--- src/hdl/fhpa_pkg.sv ---
`default_nettype none

package fhpa_pkg;

	// Request kinds carried on s_tuser
	localparam logic [1:0] REQ_ALLOC   = 2'd0;
	localparam logic [1:0] REQ_TRY     = 2'd1;
	localparam logic [1:0] REQ_RELEASE = 2'd2;

	// Result status codes
	localparam logic [1:0] ST_OK        = 2'd0;
	localparam logic [1:0] ST_NONE      = 2'd1;
	localparam logic [1:0] ST_INVALID   = 2'd2;
	localparam logic [1:0] ST_EXHAUSTED = 2'd3;

	localparam int HANDLE_W = 6;
	localparam int STATUS_W = 2;
	localparam int KIND_W   = 2;

	// Request held while its memory reads are in flight
	typedef struct packed {
		logic [KIND_W-1:0]   req_type;
		logic [HANDLE_W-1:0] handle;
	} req_t;

endpackage

`default_nettype wire

--- src/hdl/fifo_handle_pool_allocator_unit.sv ---
`default_nettype none

// Handle pool allocator. Each request (s_tuser = kind: allocate, try-allocate
// or release; s_tdata = handle to release) gives exactly one result on the m
// side: granted handle and status (ok, no released handle, invalid release,
// pool exhausted). Allocate reuses the oldest released handle, else issues the
// next never-used one. Released handles sit in a FIFO held in a RAM; the
// in-use bitmap is a second RAM, and an entry at or above the fresh counter
// reads as free, so no clearing pass is needed after reset. A request passes
// through the registered RAM reads, then a step that decides and writes back.
// Requests are handled one at a time; the next one is taken while a result
// still waits in the output register.
module fifo_handle_pool_allocator_unit
	import fhpa_pkg::*;
#(
	parameter int unsigned NUM_HANDLES = 64
) (
	input  wire logic       clk,
	input  wire logic       arst_n,
	input  wire logic       s_tvalid,
	output logic            s_tready,
	input  wire logic [7:0] s_tdata,   // [5:0] handle, [7:6] zero
	input  wire logic [1:0] s_tuser,   // [1:0] req_type
	output logic            m_tvalid,
	input  wire logic       m_tready,
	output logic      [7:0] m_tdata    // [5:0] granted_handle, [7:6] status
);

	localparam int HW = $clog2(NUM_HANDLES);
	localparam int CW = $clog2(NUM_HANDLES + 1);
	localparam logic [HW-1:0] LAST_POS = HW'(NUM_HANDLES - 1);
	localparam logic [CW-1:0] POOL_SIZE = CW'(NUM_HANDLES);

	// control state
	logic          s1_valid_q;
	req_t          req_s1;
	logic [HW-1:0] head_q, tail_q;
	logic [CW-1:0] count_q, fresh_q;
	logic          out_valid_q;
	logic [HANDLE_W-1:0] out_granted_q;
	logic [STATUS_W-1:0] out_status_q;

	// memory ports
	logic          q_we, map_we, map_wd, map_rd;
	logic [HW-1:0] q_rd, map_wa;
	logic          accept, done;

	logic [HW+HANDLE_W-1:0] hin_ext, hs1_ext;
	logic [HW-1:0]          hin_idx, hs1_idx;
	logic                   in_use;

	logic [HW-1:0]       g;
	logic [HW+HANDLE_W-1:0] g_ext;
	logic [STATUS_W-1:0] st;
	logic                pop, push, fresh_inc;

	assign accept  = s_tvalid && s_tready;
	assign s_tready = !s1_valid_q;
	assign done    = s1_valid_q && (!out_valid_q || m_tready);

	assign hin_ext = {{HW{1'b0}}, s_tdata[HANDLE_W-1:0]};
	assign hin_idx = hin_ext[HW-1:0];
	assign hs1_ext = {{HW{1'b0}}, req_s1.handle};
	assign hs1_idx = hs1_ext[HW-1:0];

	// free queue: read at head on accept, written at tail on release
	fhpa_ram #(.WIDTH(HW), .DEPTH(NUM_HANDLES)) u_queue (
		.clk   (clk),
		.we    (q_we),
		.waddr (tail_q),
		.wdata (hs1_idx),
		.re    (accept),
		.raddr (head_q),
		.rdata (q_rd)
	);

	// in-use bitmap: read at the released handle on accept
	fhpa_ram #(.WIDTH(1), .DEPTH(NUM_HANDLES)) u_map (
		.clk   (clk),
		.we    (map_we),
		.waddr (map_wa),
		.wdata (map_wd),
		.re    (accept),
		.raddr (hin_idx),
		.rdata (map_rd)
	);

	// entries at or above the fresh counter were never written: free
	assign in_use = ({{CW{1'b0}}, req_s1.handle} < {{HANDLE_W{1'b0}}, fresh_q}) && map_rd;

	// decide and write back
	always_comb begin
		g         = '0;
		st        = ST_OK;
		pop       = 1'b0;
		push      = 1'b0;
		fresh_inc = 1'b0;
		map_we    = 1'b0;
		map_wa    = hs1_idx;
		map_wd    = 1'b0;
		case (req_s1.req_type)
			REQ_ALLOC, REQ_TRY: begin
				if (count_q != '0) begin
					g      = q_rd;
					pop    = 1'b1;
					map_we = 1'b1;
					map_wa = q_rd;
					map_wd = 1'b1;
				end else if (req_s1.req_type == REQ_TRY) begin
					st = ST_NONE;
				end else if (fresh_q < POOL_SIZE) begin
					g         = fresh_q[HW-1:0];
					fresh_inc = 1'b1;
					map_we    = 1'b1;
					map_wa    = fresh_q[HW-1:0];
					map_wd    = 1'b1;
				end else begin
					st = ST_EXHAUSTED;
				end
			end
			REQ_RELEASE: begin
				if (in_use) begin
					map_we = 1'b1;
					push   = 1'b1;
				end else begin
					st = ST_INVALID;
				end
			end
			default: begin
				st = ST_INVALID;
			end
		endcase
		map_we = map_we && done;
	end

	assign q_we  = push && done;
	assign g_ext = {{HANDLE_W{1'b0}}, g};

	// request stage
	always_ff @(posedge clk or negedge arst_n) begin
		if (!arst_n) begin
			s1_valid_q <= 1'b0;
		end else if (accept) begin
			s1_valid_q <= 1'b1;
		end else if (done) begin
			s1_valid_q <= 1'b0;
		end
	end

	always_ff @(posedge clk) begin
		if (accept) begin
			req_s1.req_type <= s_tuser;
			req_s1.handle   <= s_tdata[HANDLE_W-1:0];
		end
	end

	// queue pointers, counters
	always_ff @(posedge clk or negedge arst_n) begin
		if (!arst_n) begin
			head_q  <= '0;
			tail_q  <= '0;
			count_q <= '0;
			fresh_q <= '0;
		end else if (done) begin
			if (pop) begin
				head_q  <= (head_q == LAST_POS) ? '0 : head_q + 1'b1;
				count_q <= count_q - 1'b1;
			end
			if (push) begin
				tail_q  <= (tail_q == LAST_POS) ? '0 : tail_q + 1'b1;
				count_q <= count_q + 1'b1;
			end
			if (fresh_inc) begin
				fresh_q <= fresh_q + 1'b1;
			end
		end
	end

	// output register
	always_ff @(posedge clk or negedge arst_n) begin
		if (!arst_n) begin
			out_valid_q <= 1'b0;
		end else if (done) begin
			out_valid_q <= 1'b1;
		end else if (m_tready) begin
			out_valid_q <= 1'b0;
		end
	end

	always_ff @(posedge clk) begin
		if (done) begin
			out_granted_q <= g_ext[HANDLE_W-1:0];
			out_status_q  <= st;
		end
	end

	assign m_tvalid = out_valid_q;
	assign m_tdata  = {out_status_q, out_granted_q};

	// checks
	a_count_range: assert property (@(posedge clk) disable iff (!arst_n)
		count_q <= POOL_SIZE)
		else $error("free queue count beyond pool size");

	a_fresh_range: assert property (@(posedge clk) disable iff (!arst_n)
		fresh_q <= POOL_SIZE)
		else $error("fresh counter beyond pool size");

	a_empty_ptrs: assert property (@(posedge clk) disable iff (!arst_n)
		count_q == '0 |-> head_q == tail_q)
		else $error("empty free queue with head and tail apart");

	a_queued_fits: assert property (@(posedge clk) disable iff (!arst_n)
		count_q <= fresh_q)
		else $error("more handles queued than ever issued");

	a_reuse_ok: assert property (@(posedge clk) disable iff (!arst_n)
		done && pop |=> m_tvalid && m_tdata[7:6] == ST_OK)
		else $error("reuse from free queue did not report ok");

endmodule

`default_nettype wire

--- src/hdl/fhpa_ram.sv ---
`default_nettype none

module fhpa_ram #(
	parameter int WIDTH = 8,
	parameter int DEPTH = 64
) (
	input  wire logic                     clk,
	input  wire logic                     we,
	input  wire logic [$clog2(DEPTH)-1:0] waddr,
	input  wire logic [WIDTH-1:0]         wdata,
	input  wire logic                     re,
	input  wire logic [$clog2(DEPTH)-1:0] raddr,
	output logic      [WIDTH-1:0]         rdata
);

	logic [WIDTH-1:0] mem [DEPTH];

	// single write port, registered read that holds when not enabled
	always_ff @(posedge clk) begin
		if (we) begin
			mem[waddr] <= wdata;
		end
		if (re) begin
			rdata <= mem[raddr];
		end
	end

endmodule

`default_nettype wire
--- config.mk ---
export PLATFORM = sky130hd
export DESIGN_NAME = fifo_handle_pool_allocator_unit
export DESIGN_NICKNAME = d
export VERILOG_FILES = /design/src/hdl/fhpa_pkg.sv /design/src/hdl/fifo_handle_pool_allocator_unit.sv /design/src/hdl/fhpa_ram.sv
export SDC_FILE = /design/constraint.sdc
export NUM_CORES = 1
export LEC_CHECK = 0
export BUFFER_PORTS_ARGS = -buffer_cell sky130_fd_sc_hd__buf_2
export CORE_ASPECT_RATIO = 0.8
export CORE_MARGIN = 1
export CORE_UTILIZATION = 40
export DETAILED_ROUTE_END_ITERATION = 10
export PLACE_DENSITY = 0.63
export SYNTH_ARGS = -nofsm -noshare
export SYNTH_HDL_FRONTEND = slang
export SYNTH_SLANG_ARGS = --single-unit
--- constraint.sdc ---
create_clock -name clk -period 5.4 [get_ports clk]
set_clock_uncertainty 0.15 [all_clocks]
set_input_delay 0.81 -clock clk [delete_from_list [all_inputs] [get_ports clk]]
set_output_delay 0.81 -clock clk [all_outputs]
set_load 0.02 [all_outputs]
==> impl_metrics.csv <==
group,metric,value,unit
timing,hold_slack,107,ps
layout,layout.nets,1233,
power,power.total,0.0106,W
grt,grt_max_degree,71,
timing,max_freq,224,MHz
place,place.gp.congestion,0.799,
worst_setup_path,rrSetupSlack,930,ps
floorplan,start_util,40.5,%
route,drcViolationCount,0,
layout,stdcell_area,23000,um^2
worst_setup_path,max_stage_delay,970,ps
clock_tree,htree_levels,2,
layout,fin_util,45.0,%
layout,most-common-layout-cells,"471 x edfxtp_1, 118 x nor2_1, 106 x mux4_2",
clock_tree,cts_buffers,48,
route,vias,10900,
yosys,synth_edf_count,471,
worst_setup_path,timing.rr.start,"fresh_q[2]$_DFFE_PN0P_",
worst_setup_path,cp.required,5460,ps
route,ant_nets,0,
layout,antenna_cells,0,
power,p_leak,7.11,nW
job,cap_violations,0,
worst_setup_path,slowest_stage,"a211oi_2",
grt,grt_pass1_wl,68400,um
worst_setup_path,cp-start-kind,"flop",
place,dpl.hpwl,27500,um
worst_setup_path,cp_num_buf_inv,1,
route,first_iter_violations,1100,
yosys,ys_async_sr_fraction,5.61,%
timing,final-setup-viol-count,0,
clock_tree,insertion_delay,600,ps
yosys,synth.distinct_cells,71,
clock_tree,clock_tree.root_cell,"clkbuf_16",
layout,mostFrequentLayoutCell,"edfxtp_1",
route,avgViaCountPerCell,5.65,
worst_setup_path,cp_max_fo,13,
yosys,avgSynthCellArea,17.5,um^2
yosys,synth_area,20700,um^2
yosys,synthFlopType,"edfxtp_1",
yosys,syn_inst,1179,
clock_tree,cts_hold_buf,0,
place,dpl-instance-area,21500,um^2
timing,finalMaxSlewViolations,0,
grt,antenna_found_initial,0,
worst_setup_path,cp_data_arrival_time,4540,ps
clock_tree,clk_pin_slew_worst_paths,60,ps
layout,area_growth,11.1,%
layout,layout-drive-gt1-share,19.3,%
clock_tree,clk_path_buf_depth,3,
power,p_per_area,460,nW/um^2
place,portBuffers,21,
route,dr.pass1.iters,5,
worst_setup_path,crit_chain,"inv_1 -> ha_1 -> a21oi_1 -> o21ai_0 -> a211oi_2 -> nand4b_1 -> nor2_1",
grt,grt_pass1_vias,10900,
floorplan,die_w,256,um
power,vdd_drop_max,0.295,mV
worst_setup_path,crit_type,"reg2reg",
timing,fin_setup_tns,0,ps
timing,period_share,82.8,%
floorplan,rows,74,
floorplan,pin_count,24,
status,status,"completed",
grt,grt_use_total,17.4,%
floorplan,dieArea,52600,um^2
grt,globalRouteOverflowTotal,0,
min_path,min_path_type,"in2async",
timing,relSlewSlack,18.9,%
yosys,ys_ff_latch,499,
timing,rsz0062_at_grt,"no",
timing,period_needed,4470,ps
timing,hold_viol,0,
yosys,syn_nets,1207,
yosys,yosysWarnings,0,
floorplan,die_h,205,um
clock_tree,cts_tree,"yes",
yosys,yosysSeqAreaShare,71.8,%
timing,worstMarginPinSlew,1210,ps
floorplan,core_area,51000,um^2
clock_tree,cts-resized-gates,0,
clock_tree,clock_sinks,499,
route,wl_per_cell,23.3,um
worst_setup_path,critical_path.top_delay_family,"simple AND/OR/NAND/NOR gates",
clock_tree,cts_setup_buffers,0,
route,totalWireLength,44800,um
worst_setup_path,end_kind,"flop",
worst_setup_path,worst_r2r_endpoint,"u_queue.mem[53][3]$_DFFE_PP_",
worst_setup_path,r2r_cells,7,
-- worst reg2reg max path, stage by stage (launching register included) --
cell      delay (ps)
dfrtp_1          460
inv_1            130
ha_1             330
a21oi_1          120
o21ai_0          240
a211oi_2         970
nand4b_1         950
nor2_1           760
-- power by group --
part           internal [W]  switching (W)
clock network       0.00175        0.00142
logic               0.00107        0.00143
registers           0.00453       0.000367
-- state kept, by name, indices dropped and copies added, names as in the netlist --
name and flops:
u_queue.mem 384, u_map.mem 64, count_q 7, fresh_q 7, head_q 6, hs1_idx 6, out_granted_q 6, tail_q 6
u_queue.rdata 6, out_status_q 2, req_s1 2, m_tvalid 1, s1_valid_q 1, u_map.rdata 1
-- per-stage QoR --
step	worst slack [ps]	cells
after CTS	1060	1926
final	927	1926
after global routing	770	1926
after global placement	1130	1839
after floorplan	1510	1179
after detailed placement	1060	1839
-- how the worst max path moves through the flow --
stage                                 startpoint                            to  slack (ps)  depth (start not counted)
after floorplan             hs1_idx[4]$_DFFE_PP_        count_q[6]$_DFFE_PN0P_        1510                         12
after global placement    fresh_q[2]$_DFFE_PN0P_  u_queue.mem[21][3]$_DFFE_PP_        1130                          7
after detailed placement  fresh_q[2]$_DFFE_PN0P_  u_queue.mem[13][0]$_DFFE_PP_        1060                          7
after CTS                 fresh_q[4]$_DFFE_PN0P_  u_queue.mem[12][1]$_DFFE_PP_        1060                          8
after global routing      fresh_q[2]$_DFFE_PN0P_  u_queue.mem[53][5]$_DFFE_PP_         770                          7
final                     fresh_q[2]$_DFFE_PN0P_  u_queue.mem[53][3]$_DFFE_PP_         930                          7
-- synthesized netlist by cell type (all sizes together) (7+ instances only) --
| cell | n | area, um^2 |
|---|---|---|
| mux4 | 106 | 2390 |
| nor3 | 39 | 200 |
| nand2 | 39 | 149 |
| o21ai | 30 | 158 |
| mux2 | 12 | 135 |
| clkbuf | 32 | 120 |
| nand2b | 10 | 62.6 |
| a31oi | 15 | 93.8 |
| buf | 29 | 131 |
| mux2i | 19 | 190 |
| nand3b | 8 | 60.1 |
| nor2b | 13 | 81.3 |
| ha | 13 | 163 |
| edfxtp | 471 | 14100 |
| nor2 | 121 | 467 |
| nand3 | 18 | 90.1 |
| dfrtp | 28 | 701 |
| a22oi | 16 | 120 |
| inv | 18 | 67.6 |
| a211oi | 16 | 125 |
| nand4 | 7 | 43.8 |
| a21oi | 27 | 139 |
| xnor2 | 13 | 114 |
-- layer usage --
layer / vias up / wire, um / share of wire [%] / track usage, %
li1: 4794 / - / - / -
met1: 5651 / 20700 / 46 / 25.8
met2: 374 / 20400 / 45 / 26.2
met3: 65 / 3020 / 6.8 / 3.92
met4: 0 / 711 / 1.6 / 3.96
met5: - / 0 / 0 / 0
-- cell families after synthesis --
| kind of cell | after synthesis | share of synthesized area (%) |
|---|---|---|
| muxes | 137 | 13.1 |
| DFF | 499 | 71.8 |
| buffers and inverters | 79 | 1.54 |
| adders and majority gates | 14 | 0.884 |
| xor gates and xnor gates | 17 | 0.720 |
| AOI/OAI and AO/OA | 157 | 5.49 |
| and+or+nand+nor | 276 | 6.42 |
-- layout make-up --
| cell class | count | area, um^2 |
|---|---|---|
| Tap cell | 684 | 856 |
| Clock buffer | 65 | 1260 |
| Sequential cell | 499 | 14900 |
| Timing Repair Buffer | 37 | 238 |
| Multi-Input combinational cell | 601 | 5510 |
| Fill cell | 4363 | 28000 |
| Clock inverter | 22 | 183 |
| Inverter | 18 | 67.6 |
Power figures use the tool's default switching activity.
